<file path="config.mk">
export PLATFORM = sky130hd
export DESIGN_NAME = mlp_ctrl
export DESIGN_NICKNAME = d
export VERILOG_FILES = /design/src/hdl/mlp_pkg.sv /design/src/hdl/mlp_ctrl.sv
export SDC_FILE = /design/constraint.sdc
export NUM_CORES = 1
export LEC_CHECK = 0
export ABC_CLOCK_PERIOD_IN_PS = 4500
export BUFFER_PORTS_ARGS = -buffer_cell sky130_fd_sc_hd__buf_2
export CAP_MARGIN = 20
export CELL_PAD_IN_SITES_DETAIL_PLACEMENT = 1
export CELL_PAD_IN_SITES_GLOBAL_PLACEMENT = 1
export CORE_UTILIZATION = 42
export CTS_BUF_LIST = sky130_fd_sc_hd__clkbuf_4 sky130_fd_sc_hd__clkbuf_8
export CTS_CLUSTER_SIZE = 20
export DETAILED_ROUTE_END_ITERATION = 10
export PLACE_DENSITY = 0.92
export SLEW_MARGIN = 20
export SYNTH_ARGS = -nofsm -noshare
export SYNTH_HDL_FRONTEND = slang
export SYNTH_SLANG_ARGS = --single-unit
</file>
<file path="constraint.sdc">
create_clock -name clk -period 4.5 [get_ports clk]
set_input_delay 0.225 -clock clk [delete_from_list [all_inputs] [get_ports clk]]
set_output_delay 0.225 -clock clk [all_outputs]
set_load 0.005 [all_outputs]
</file>
<file path="src/hdl/mlp_pkg.sv">
// Package for the two-layer perceptron engine: opcodes, fixed-point helpers
// and the sigmoid table. No dependencies.
package mlp_pkg;

  localparam int unsigned FEAT_MAX = 6;

  typedef enum logic [1:0] {
    OP_PREDICT = 2'd0,
    OP_TRAIN   = 2'd1,
    OP_WRITE   = 2'd2,
    OP_READ    = 2'd3
  } op_t;

  // Commands from the controller to the datapath.
  typedef enum logic [3:0] {
    CMD_NONE,
    CMD_LOAD,      // capture the input item and zero the accumulator
    CMD_DEL,       // t = sat(o - target)
    CMD_MAC_HID,   // acc += w_hidden * x (read data at memory port)
    CMD_HID_DONE,  // activation = sigmoid(sat(acc))
    CMD_MAC_OUT,   // acc += a * w_out
    CMD_OUT_DONE,  // result = sat(acc)
    CMD_G,         // g = eta * del
    CMD_GH1,       // t = g * a
    CMD_GH2,       // t = t * (1 - a)
    CMD_GH3,       // gh = t * w_out
    CMD_UPD_HID,   // w_hidden -= gh * x
    CMD_UPD_OUT,   // w_out -= g * a
    CMD_WRITE,
    CMD_READ
  } cmd_t;

  typedef struct packed {
    cmd_t        cmd;
    logic [6:0]  addr;   // weight memory address
    logic [3:0]  unit;
    logic [2:0]  feat;
    logic        rd;     // address the memory at the item's weight index
  } ctl_t;

  function automatic logic signed [31:0] sat32(input logic signed [65:0] v,
                                               output logic ovf);
    ovf = 1'b0;
    if (v > 66'sd2147483647) begin
      ovf = 1'b1;
      return 32'sh7fffffff;
    end
    if (v < -66'sd2147483648) begin
      ovf = 1'b1;
      return 32'sh80000000;
    end
    return v[31:0];
  endfunction

  // Rounded Q16.16 product with saturation; floor((a*b + 2^15) / 2^16).
  function automatic logic signed [31:0] fx_round(input logic signed [63:0] p,
                                                  output logic ovf);
    logic signed [65:0] r;
    r = (66'(p) + 66'sd32768) >>> 16;
    return sat32(r, ovf);
  endfunction

  // Sigmoid table index: floor(x*16)+128 clamped to 0..255.
  function automatic logic [7:0] sig_index(input logic signed [31:0] v);
    logic signed [19:0] k;
    k = v[31:12];
    if (k < -20'sd128) return 8'd0;
    if (k > 20'sd127) return 8'd255;
    return 8'(k + 20'sd128);
  endfunction

  // Restoring division, evaluated only while the table is built.
  function automatic logic [63:0] div_u64(input logic [63:0] num,
                                          input logic [63:0] dvs);
    logic [63:0] q;
    logic [64:0] rem;
    q = '0;
    rem = '0;
    for (int i = 63; i >= 0; i--) begin
      rem = {rem[63:0], num[i]};
      if (rem >= {1'b0, dvs}) begin
        rem = rem - {1'b0, dvs};
        q[i] = 1'b1;
      end
    end
    return q;
  endfunction

  // Table built at elaboration with the same integer steps as the definition.
  function automatic logic [31:0] sig_entry(input int unsigned k);
    logic [63:0]  p;
    logic [127:0] t;
    logic [63:0]  den;
    int unsigned  m;
    p = 64'h1_0000_0000;
    m = (k >= 128) ? k - 128 : 128 - k;
    for (int i = 0; i < m; i++) begin
      t = 128'(p) * 128'd4034748382 + 128'h8000_0000;
      p = 64'(t >> 32);
    end
    den = 64'h1_0000_0000 + p;
    if (k >= 128) return 32'(div_u64((64'h1 << 48) + (den >> 1), den));
    return 32'(div_u64((p << 16) + (den >> 1), den));
  endfunction

  typedef logic [31:0] sig_tab_t [256];

  function automatic sig_tab_t build_sig();
    sig_tab_t t;
    for (int k = 0; k < 256; k++) t[k] = sig_entry(k);
    return t;
  endfunction

  localparam sig_tab_t SIG_TAB = build_sig();

endpackage

</file>
<file path="src/hdl/mlp_ctrl.sv">
// Controller: sequences forward pass, SGD update, weight write and read.
// Depends on mlp_pkg.
module mlp_ctrl
  import mlp_pkg::*;
#(
  parameter int FEATURES     = 6,
  parameter int HIDDEN_UNITS = 6
) (
  input  logic       clk,
  input  logic       rst_n,
  input  logic       start,
  input  logic [1:0] op,
  output logic       busy,
  output logic       done,
  output ctl_t       ctl
);
  localparam int HBASE = HIDDEN_UNITS * FEATURES;

  typedef enum logic [3:0] {
    S_IDLE, S_LOAD, S_HRD, S_HMAC, S_HDONE, S_ORD, S_OMAC, S_ODONE,
    S_DEL, S_G, S_GH1, S_GH2, S_GH3, S_UHID, S_UOUT, S_FIN
  } state_t;

  state_t     state_r;
  logic [1:0] op_r;
  logic [3:0] unit_r;
  logic [2:0] feat_r;
  logic       ph_r;   // 0: issue read, 1: use data

  always_comb begin
    ctl = '{cmd: CMD_NONE, addr: '0, unit: unit_r, feat: feat_r, rd: 1'b0};
    unique case (state_r)
      S_LOAD: ctl.cmd = CMD_LOAD;
      S_HRD: begin
        ctl.addr = 7'(unit_r * FEATURES + feat_r);
        if (ph_r) ctl.cmd = CMD_MAC_HID;
      end
      S_HDONE: ctl.cmd = CMD_HID_DONE;
      S_ORD: begin
        ctl.addr = 7'(HBASE + unit_r);
        if (ph_r) ctl.cmd = CMD_MAC_OUT;
      end
      S_ODONE: ctl.cmd = CMD_OUT_DONE;
      S_DEL:   ctl.cmd = CMD_DEL;
      S_G:     ctl.cmd = CMD_G;
      S_GH1:   begin ctl.cmd = CMD_GH1; ctl.addr = 7'(HBASE + unit_r); end
      S_GH2:   begin ctl.cmd = CMD_GH2; ctl.addr = 7'(HBASE + unit_r); end
      S_GH3:   begin ctl.cmd = CMD_GH3; ctl.addr = 7'(HBASE + unit_r); end
      S_UHID: begin
        ctl.addr = 7'(unit_r * FEATURES + feat_r);
        if (ph_r) ctl.cmd = CMD_UPD_HID;
      end
      S_UOUT: begin
        ctl.addr = 7'(HBASE + unit_r);
        if (ph_r) ctl.cmd = CMD_UPD_OUT;
      end
      S_FIN: begin
        if (op_r == OP_WRITE) ctl.cmd = CMD_WRITE;
        if (op_r == OP_READ) begin
          ctl.rd = 1'b1;
          if (ph_r) ctl.cmd = CMD_READ;
        end
      end
      default: ;
    endcase
  end

  assign busy = (state_r != S_IDLE);

  always_ff @(posedge clk) begin
    if (!rst_n) begin
      state_r <= S_IDLE;
      ph_r <= 1'b0;
      unit_r <= '0;
      feat_r <= '0;
      op_r <= OP_PREDICT;
      done <= 1'b0;
    end else begin
      done <= (state_r == S_FIN) && (op_r != OP_READ || ph_r);
      unique case (state_r)
        S_IDLE: if (start) begin
          op_r <= op;
          state_r <= S_LOAD;
        end
        S_LOAD: begin
          unit_r <= '0; feat_r <= '0; ph_r <= 1'b0;
          state_r <= (op_r == OP_PREDICT || op_r == OP_TRAIN) ? S_HRD : S_FIN;
        end
        S_HRD: begin
          ph_r <= ~ph_r;
          if (ph_r) begin
            if (feat_r == 3'(FEATURES - 1)) begin
              feat_r <= '0;
              state_r <= S_HDONE;
            end else feat_r <= feat_r + 3'd1;
          end
        end
        S_HDONE: begin
          if (unit_r == 4'(HIDDEN_UNITS - 1)) begin
            unit_r <= '0;
            state_r <= S_ORD;
          end else begin
            unit_r <= unit_r + 4'd1;
            state_r <= S_HRD;
          end
        end
        S_ORD: begin
          ph_r <= ~ph_r;
          if (ph_r) begin
            if (unit_r == 4'(HIDDEN_UNITS - 1)) begin
              unit_r <= '0;
              state_r <= S_ODONE;
            end else unit_r <= unit_r + 4'd1;
          end
        end
        S_ODONE: state_r <= (op_r == OP_TRAIN) ? S_DEL : S_FIN;
        S_DEL:   state_r <= S_G;
        S_G:     state_r <= S_GH1;
        S_GH1:   state_r <= S_GH2;
        S_GH2:   state_r <= S_GH3;
        S_GH3:   state_r <= S_UHID;
        S_UHID: begin
          ph_r <= ~ph_r;
          if (ph_r) begin
            if (feat_r == 3'(FEATURES - 1)) begin
              feat_r <= '0;
              if (unit_r == 4'(HIDDEN_UNITS - 1)) begin
                unit_r <= '0;
                state_r <= S_UOUT;
              end else begin
                unit_r <= unit_r + 4'd1;
                state_r <= S_GH1;
              end
            end else feat_r <= feat_r + 3'd1;
          end
        end
        S_UOUT: begin
          ph_r <= ~ph_r;
          if (ph_r) begin
            if (unit_r == 4'(HIDDEN_UNITS - 1)) begin
              unit_r <= '0;
              state_r <= S_FIN;
            end else unit_r <= unit_r + 4'd1;
          end
        end
        S_FIN: begin
          if (op_r == OP_READ && !ph_r) ph_r <= 1'b1;
          else begin
            ph_r <= 1'b0;
            state_r <= S_IDLE;
          end
        end
        default: state_r <= S_IDLE;
      endcase
    end
  end
endmodule
</file>
Word-level counts from Yosys, hierarchy flattened
Index checks and enable logic that the tools add are counted.
W data, S select, Z words.
- bits in registers: 15
- word-level logic and storage cells: 98
- output and inout port bits: 21
- bitwise gates (word level): 1
- reduce and logical (&&, ||, !) cells: 19
- mux-type cells: 36
- $add $sub $neg: 4
- $mul: 1
- eq/ne operators: 31
- operator list (cell ; count):
    $mux W4 ; 20
    $pmux W4 S14 ; 1
    $pmux W4 S13 ; 1
    $eq A4 B4 Y1 const B ; 8
    $ne A2 B2 Y1 const B ; 11
    $mux W3 ; 6
    $eq A4 B3 Y1 const B ; 4
    $pmux W4 S4 ; 1
    $pmux W7 S2 ; 1
    $reduce_and A10 Y1 ; 1
    $reduce_bool A4 Y1 ; 2
    $add A6 B4 Y7 const A ; 1
    $add A7 B3 Y7 ; 1
    $mul A4 B2 Y6 const B ; 1
    $pmux W3 S2 ; 1
    $reduce_or A5 Y1 ; 1
    $add A4 B1 Y4 const B ; 1
    $eq A2 B2 Y1 const B ; 2
    $eq A4 B1 Y1 const B ; 1
    $eq A4 B2 Y1 const B ; 1
    $logic_not A4 Y1 ; 1
    $ne A2 B1 Y1 const B ; 2
    $reduce_and A2 Y1 ; 2
    $reduce_and A4 Y1 ; 1
    15 further kinds ; 20

Logic depth before layout (Yosys ltp)
Gate-level depths: netlist of run 1.
- word-level depth: 5
- mapped depth: 9
- gate-level depth less buffers: 9

Worst setup path before layout of run 1
Ideal clock, no wire load.
- path kind: register -> output
- from: register unit_r[1]
- to: output port ctl[14] in the netlist's numbering
- buffers on the path: 0
- setup slack: 2.588 ns
- arrival time: 1.687 ns
- stages on the path, launching flop included: 10
- required time: 4.275 ns
- path through: dfxtp_1 inv_1 ha_1 inv_1 ha_1 a21o_1 nand2_1 nor2_1 and3_1 nor3_1
- RTL lines (element ; line ; RTL):
    start, declared ; mlp_ctrl.sv:26 ; logic [3:0] unit_r;
    start signal, assigned ; mlp_ctrl.sv:103 ; unit_r <= unit_r + 4'd1;
    start signal, assigned ; mlp_ctrl.sv:113 ; end else unit_r <= unit_r + 4'd1;
    start signal, assigned ; mlp_ctrl.sv:131 ; unit_r <= unit_r + 4'd1;
    end, declared ; mlp_ctrl.sv:15 ; output ctl_t ctl

==> results of run 1 <==
-- kinds of logic after synthesis --
group,count (synthesis),synth area share [%]
adder cells (fa/ha/maj),10,9.73
AND/OR/NAND/NOR,75,28.0
flip-flops,15,20.9
buffers and inverters,21,6.08
XOR/XNOR,6,3.65
AO/OA/AOI/OAI,70,31.7
-- area by class of cell --
class,count,area (sq um)
inverter,11,41.3
clock buffer,3,22.5
fill,450,1550
clock inverter,1,7.51
sequential,15,300
tap,44,55.1
timing repair buffer,25,125
multi-input combinational,161,1050
-- power by group through the flow --
stage	logic, mW	clock network, mW	registers (mW)
final	0.376	0.0954	0.251
after global routing	0.419	0.0980	0.260
after CTS	0.372	0.0926	0.247
after detailed placement	0.370	0	0.251
after global placement	0.350	0	0.248
after floorplan	0.334	0	0.177
-- synth_stat cells, types with 3 or more instances --
master    instances
buf_2             7
nand2b_1          4
nor3b_1           3
a21oi_1          14
inv_1            11
nand2_1          20
ha_1              8
nor3_1            7
o21a_1            3
and3_1            4
xnor2_1           5
nor2b_1           6
nand3_1           6
and2_1            3
o21ai_0          24
o311a_1           4
a31oi_1           3
dfxtp_1          15
nor2_1           10
-- state kept, by name, summed over array words and instances (netlist names) --
name	count
state_r	4
unit_r	4
feat_r	3
op_r	2
done	1
ph_r	1
-- tightest hold or removal path, stage by stage --
cell	delay, ps
buf_2	90
nand3_1	50
a21boi_0	70
-- layout by cell type (no fill, tap or decap), types with 4 or more instances in the layout --
cell / synthesis / layout
dfxtp_1: 15 / 15
o311a_1: 4 / 4
inv_1: 11 / 11
nor2_1: 10 / 10
a21oi_1: 14 / 14
nand2_1: 20 / 20
buf_2: 7 / 25
o21ai_0: 24 / 24
and3_1: 4 / 4
ha_1: 8 / 8
nor3_1: 7 / 7
nand3_1: 6 / 6
nand2b_1: 4 / 4
nor2b_1: 6 / 6
xnor2_1: 5 / 5
-- metal layers --
| layer | vias to the layer above | share of wire [%] | track usage (%) |
|---|---|---|---|
| met5 | - | 0 | 0 |
| met4 | 0 | 1.5 | 8.44 |
| met3 | 7 | 4.8 | 3.41 |
| met2 | 49 | 47 | 42.7 |
| met1 | 741 | 47 | 35.2 |
| li1 | 757 | - | - |
-- worst max path at each step --
stage                                  from                 endpoint  slack, ps  cells after the start
global route         unit_r[1]$_SDFFE_PN0P_                  ctl[14]       1800                     10
detailed placement  state_r[1]$_SDFFE_PN0P_  state_r[0]$_SDFFE_PN0P_       2270                      5
finish               unit_r[0]$_SDFFE_PN0P_                  ctl[14]       1960                      8
global placement     unit_r[1]$_SDFFE_PN0P_                  ctl[14]       2370                     10
floorplan            unit_r[1]$_SDFFE_PN0P_                  ctl[14]       2590                      9
CTS                  unit_r[1]$_SDFFE_PN0P_                  ctl[14]       1950                     10
-- per-stage QoR --
step / cells / util (%) / power (mW) / worst slack, ps
after floorplan: 197 / - / 0.511 / 2590
after global placement: 256 / 49.9 / 0.598 / 2370
after detailed placement: 256 / 49.9 / 0.620 / 2270
after CTS: 260 / 50.9 / 0.712 / 1950
after global routing: 260 / 50.9 / 0.777 / 1800
final: 260 / 50.9 / 0.723 / 1960
==> metrics.csv, run 1 <==
stage,metric,value,unit
die,die footprint,3670,sq um
yosys,"EDFF count, synth",0,
timing,unrepaired setup endpoints after global routing,no,
timing,post-route clock period utilization,56.3,%
clock_tree,hold buffers post-CTS,0,
global_routing,first-pass GRT wire length,7.07,mm
clock_tree,"CTS clk-pin slew, worst paths",120,ps
yosys,Synth area leader,dfxtp_1,
worst_setup_path,WP buf/inv,2,
final_layout,synth-to-layout area growth,11.4,%
die,die span in x,60.6,um
clock_tree,CTS tree,built,
timing,min cycle time layout,2540,ps
yosys,number of synthesized register bits,15,
worst_setup_path,FF-to-FF setup slack,2210,ps
yosys,synth top area cells,"dfxtp_1 21%, o21ai_0 8.3%, ha_1 7.0%",
worst_setup_path,RR Endpoint,state_r[0]$_SDFFE_PN0P_,
clock_tree,worst skew pair latency,320,ps
timing,Final Hold Vio Count,0,
hold_path,Hold EP,op_r[0]$_SDFFE_PN0P_,
yosys,"Avg Cell Area, Syn",7.31,sq um
yosys,commonest register cell after synthesis,dfxtp_1,
global_routing,GRT overflow,0,
final_layout,layout cell share with drive strength beyond 1,15.3,%
die,Core Box Area,3150,sq um
pwr,switching fraction of total power,52.0,%
worst_setup_path,Slowest cell on crit path,fa_1,
timing,WHS,155,ps
pwr,LEAKAGE,0.688,nW
global_routing,largest net degree at the start of global routing,25,
detailed_routing,Vias,1554,
place,IO buf count,25,
worst_setup_path,Worst EP arrival,2310,ps
worst_setup_path,FF-to-FF Start,state_r[1]$_SDFFE_PN0P_,
place,DP HPWL,3.24,mm
worst_setup_path,crit start category,flop,
pwr,combinational fraction of design power,52.0,%
place,placed cell area,1570,sq um
clock_tree,postcts setup bufs,0,
yosys,syn_nets,212,
detailed_routing,drt wl/cell,16.7,um
worst_setup_path,CP required,4280,ps
yosys,top cell type's share of synthesized area,20.9,%
timing,fin. max-slew vios,0,
hold_path,hold path cells,3,
timing,Final Setup Violations,0,
detailed_routing,total wire length,4.35,mm
outcome,outcome,"complete, no violations",
pwr,P_sw,376,uW
global_routing,vias in the first global route,1473,
worst_setup_path,CP Class,flop to output pin,
yosys,Synth async-reset ratio,0,%
yosys,Synth Cell Area,1440,sq um
clock_tree,Longest Clk Path Bufs,2,
die,Initial Utilization,45.7,%
yosys,Synth warnings,0,
final_layout,"Design Area, Final",1600,sq um
detailed_routing,TritonRoute pass-1 iters,4,
timing,Slew HR,50.5,%
timing,Worst Tran Pin Value,742,ps
detailed_routing,via density per instance,5.98,
pwr,P_int,347,uW
clock_tree,post-CTS sizing,0,
yosys,"Seq/Total Area, Yosys",20.9,%
clock_tree,H-Tree Depth,1,
timing,setup TNS,0,ps
hold_path,HP Class,input pin to flop,
worst_setup_path,CP max FO,8,
worst_setup_path,Worst R2R Path Depth,5,
clock_tree,CTS Root Cell,clkbuf_4,
detailed_routing,initial DRC count,71,
pwr,VDD IR-drop max,0.000265,V
place,GP Congestion,0.833,
global_routing,gr usage total,25.9,%
hold_path,Hold Crit Start,op[0],
worst_setup_path,Slowest Stage Delay on Critical Path,430,ps
detailed_routing,Post-route DRC,0,
worst_setup_path,CP cell instances,ha_1 -> fa_1 -> xnor2_1 -> inv_1 -> nor2_1 -> a21oi_1 -> nor3_1 -> buf_2,
yosys,"Distinct cells, synth",50,
final_layout,n_diodes,0,
die,Die H,60.6,um
detailed_routing,"antenna viol nets, final",0,
worst_setup_path,"CP delay by family, top",adder cells,
yosys,Post-Synthesis Cells,197,
pwr,P per Cell Area,451,nW/um^2
clock_tree,TritonCTS buffer count,3,
worst_setup_path,critical path endpoint category,output pin,
die,Rows,20,
pwr,Clk pwr share,13.2,%
global_routing,initial antenna violation count,0,
timing,Setup Skew,6.05,ps
job,total of max-cap violations,0,
pwr,Seq pwr share,34.8,%
final_layout,Nets,232,
clock_tree,CTS Sinks,15,
die,IO Pins,26,
timing,Achievable Freq,394,MHz
(Power assumes the default switching activity.)
==> run 2: changes to the inputs <==
--- a/config.mk
+++ b/config.mk
@@ -5,16 +5,16 @@
 export SDC_FILE = /design/constraint.sdc
 export NUM_CORES = 1
 export LEC_CHECK = 0
-export ABC_CLOCK_PERIOD_IN_PS = 4500
+export ABC_CLOCK_PERIOD_IN_PS = 2100
 export BUFFER_PORTS_ARGS = -buffer_cell sky130_fd_sc_hd__buf_2
 export CAP_MARGIN = 20
 export CELL_PAD_IN_SITES_DETAIL_PLACEMENT = 1
 export CELL_PAD_IN_SITES_GLOBAL_PLACEMENT = 1
-export CORE_UTILIZATION = 42
+export CORE_UTILIZATION = 37
 export CTS_BUF_LIST = sky130_fd_sc_hd__clkbuf_4 sky130_fd_sc_hd__clkbuf_8
 export CTS_CLUSTER_SIZE = 20
 export DETAILED_ROUTE_END_ITERATION = 10
-export PLACE_DENSITY = 0.92
+export PLACE_DENSITY = 0.86
 export SLEW_MARGIN = 20
 export SYNTH_ARGS = -nofsm -noshare
 export SYNTH_HDL_FRONTEND = slang
==> constraint.sdc (replaced) <==
create_clock -name clk -period 2.1 [get_ports clk]
set_input_delay 0.105 -clock clk [delete_from_list [all_inputs] [get_ports clk]]
set_output_delay 0.105 -clock clk [all_outputs]
set_load 0.005 [all_outputs]
==> metrics.csv, run 2 (synthesis gave the netlist of run 1 again) <==
stage,metric,value,unit,change
worst_setup_path,Worst EP arrival,1980,ps,was 2310 ps
worst_setup_path,FF-to-FF setup slack,220,ps,was 2210 ps
place,IO buf count,25,,unchanged
worst_setup_path,CP Class,flop to output pin,,unchanged
worst_setup_path,CP cell instances,buf_4 -> fa_2 -> xnor2_2 -> inv_1 -> nor2_2 -> a21oi_1 -> nor3_2 -> buf_2,,was ha_1 -> fa_1 -> xnor2_1 -> inv_1 -> nor2_1 -> a21oi_1 -> nor3_1 -> buf_2
detailed_routing,drt wl/cell,18.5,um,was 16.7 um
final_layout,"Design Area, Final",1800,sq um,was 1600 sq um
final_layout,largest registers,"state_r: 4 flops, unit_r: 4 flops, feat_r: 3 flops",,unchanged
worst_setup_path,Worst R2R Path Depth,5,,unchanged
place,GP Congestion,0.891,,was 0.833
timing,WHS,107,ps,was 155 ps
die,IO Pins,26,,unchanged
timing,setup TNS,0,ps,unchanged
final_layout,Nets,244,,was 232
die,Die H,64.4,um,was 60.6 um
pwr,VDD IR-drop max,0.000481,V,was 0.000265 V
clock_tree,hold buffers post-CTS,0,,unchanged
worst_setup_path,crit start category,flop,,unchanged
final_layout,Fillers,470,,was 450
clock_tree,worst skew pair latency,260,ps,was 320 ps
hold_path,hold path cells,3,,unchanged
timing,Achievable Freq,480,MHz,
hold_path,HP Class,input pin to flop,,unchanged
outcome,outcome,"complete, no violations",,unchanged
worst_setup_path,FF-to-FF Start,state_r[2]$_SDFFE_PN0P_,,was state_r[1]$_SDFFE_PN0P_
final_layout,"commonest non-fill, non-tap cell in the layout",buf_2,,unchanged
pwr,Seq pwr share,27.1,%,was 34.8%
die,Rows,22,,was 20
final_layout,Util after Layout,48.8,%,was 50.9%
worst_setup_path,CP max FO,4,,was 8
final_layout,post-route insts no fill,276,,was 260
worst_setup_path,Critical Path Stages,8,,unchanged
worst_setup_path,WP buf/inv,3,,was 2
clock_tree,TritonCTS buffer count,3,,unchanged
timing,fin. max-slew vios,0,,unchanged
global_routing,largest net degree at the start of global routing,19,,was 25
die,Core Box Area,3690,sq um,was 3150 sq um
final_layout,n_diodes,0,,unchanged
detailed_routing,initial DRC count,96,,was 71
clock_tree,CTS Root Cell,clkbuf_8,,was clkbuf_4
die,Initial Utilization,39.0,%,was 45.7%
die,die span in x,64.4,um,was 60.6 um
worst_setup_path,critical path endpoint category,output pin,,unchanged
pwr,Clk pwr share,15.3,%,was 13.2%
detailed_routing,Post-route DRC,0,,unchanged
pwr,switching fraction of total power,48.3,%,was 52.0%
clock_tree,H-Tree Depth,1,,unchanged
worst_setup_path,Critical Path Sink,ctl[14],,unchanged
clock_tree,CTS Sinks,15,,unchanged
final_layout,most frequent cells in the layout,"25 x buf_2, 22 x o21ai_0, 19 x nand2_1",,"was 25 x buf_2, 24 x o21ai_0, 20 x nand2_1"
worst_setup_path,RR Endpoint,unit_r[0]$_SDFFE_PN0P_,,was state_r[0]$_SDFFE_PN0P_
timing,Worst Tran Pin Value,451,ps,was 742 ps
pwr,LEAKAGE,0.769,nW,was 0.688 nW
pwr,P per Cell Area,984,nW/um^2,was 451 nW/um^2
detailed_routing,via density per instance,5.95,,was 5.98
worst_setup_path,CP required,2000,ps,was 4280 ps
worst_setup_path,Slowest cell on crit path,fa_2,,was fa_1
place,placed cell area,1660,sq um,was 1570 sq um
final_layout,layout cell share with drive strength beyond 1,28.1,%,was 15.3%
final_layout,synth-to-layout area growth,25.1,%,was 11.4%
pwr,P_sw,856,uW,was 376 uW
place,dpl cells,271,,was 256
clock_tree,CTS tree,built,,unchanged
timing,unrepaired setup endpoints after global routing,yes,,was no
die,die footprint,4150,sq um,was 3670 sq um
worst_setup_path,"CP delay by family, top",adder cells,,unchanged
global_routing,initial antenna violation count,0,,unchanged
timing,Setup Skew,0.437,ps,was 6.05 ps
place,DP HPWL,3.26,mm,was 3.24 mm
timing,post-route clock period utilization,99.2,%,
job,total of max-cap violations,0,,unchanged
timing,Final Hold Vio Count,0,,unchanged
timing,min cycle time layout,2080,ps,
worst_setup_path,Slowest Stage Delay on Critical Path,410,ps,was 430 ps
clock_tree,"CTS clk-pin slew, worst paths",70,ps,was 120 ps
global_routing,GRT overflow,0,,unchanged
detailed_routing,TritonRoute pass-1 iters,4,,unchanged
detailed_routing,"antenna viol nets, final",0,,unchanged
pwr,combinational fraction of design power,57.5,%,was 52.0%
detailed_routing,total wire length,5.11,mm,was 4.35 mm
pwr,P_int,916,uW,was 347 uW
global_routing,vias in the first global route,1557,,"was 1,473"
global_routing,first-pass GRT wire length,7.91,mm,was 7.07 mm
global_routing,gr usage total,24.3,%,was 25.9%
timing,Final Setup Violations,0,,unchanged
detailed_routing,Vias,1643,,"was 1,554"
worst_setup_path,crit path from,unit_r[1]$_SDFFE_PN0P_,,was unit_r[0]$_SDFFE_PN0P_
clock_tree,Longest Clk Path Bufs,2,,unchanged
timing,Slew HR,69.2,%,was 50.5%
[run 2: what timing repair did]
action | CTS | global route
endpoints found under the setup margin | 3 | 10
pin swaps | 1 | 4
gates resized for setup | 7 | 17
buffers inserted | 1 | 0
[run 2: cell type report]
| type | count | area [sq um] | area share, % |
|---|---|---|---|
| Tap cell | 48 | 60.1 | 3.33 |
| Sequential cell | 15 | 313 | 17.4 |
| Inverter | 11 | 41.3 | 2.29 |
| Multi-Input combinational cell | 161 | 1120 | 62.4 |
| Clock buffer | 4 | 48.8 | 2.71 |
| Timing Repair Buffer | 37 | 215 | 11.9 |
[run 2: worst min-delay path by stage]
stage	slack, ps	to	start
after detailed placement	380	op_r[1]$_SDFFE_PN0P_	op[1]
after CTS	120	op_r[1]$_SDFFE_PN0P_	op[1]
after global routing	160	op_r[0]$_SDFFE_PN0P_	op[0]
final	110	op_r[1]$_SDFFE_PN0P_	op[1]
after floorplan	260	op_r[0]$_SDFFE_PN0P_	op[0]
after global placement	370	op_r[0]$_SDFFE_PN0P_	op[0]
[run 2: power groups by stage]
stage               registers, mW  clock network [mW]  logic, mW
floorplan                   0.380                   0      0.715
global placement            0.475                   0      0.930
detailed placement          0.475                   0      0.955
CTS                         0.470               0.266      0.990
global route                0.491               0.281       1.12
finish                      0.481               0.272       1.02
[run 2: metal layers]
metal / up-vias / track usage (%) / wire, um
met2: 50 / 42.0 / 2480
met3: 15 / 2.50 / 242
li1: 780 / - / -
met4: 0 / 6.11 / 130
met5: - / 0 / 0
met1: 798 / 31.8 / 2260
[run 2: tightest hold or removal path: cells and delay by family]
family	cells	cell delay (ps)
AOI/OAI and AO/OA	1	70
buffers and inverters	1	100
and+or+nand+nor	1	50
[run 2: stage by stage]
stage               setup WS, ps  power [mW]
floorplan                    308        1.09
global placement             189        1.40
detailed placement           114        1.43
CTS                         4.38        1.73
global route               -87.4        1.89
finish                      17.5        1.77
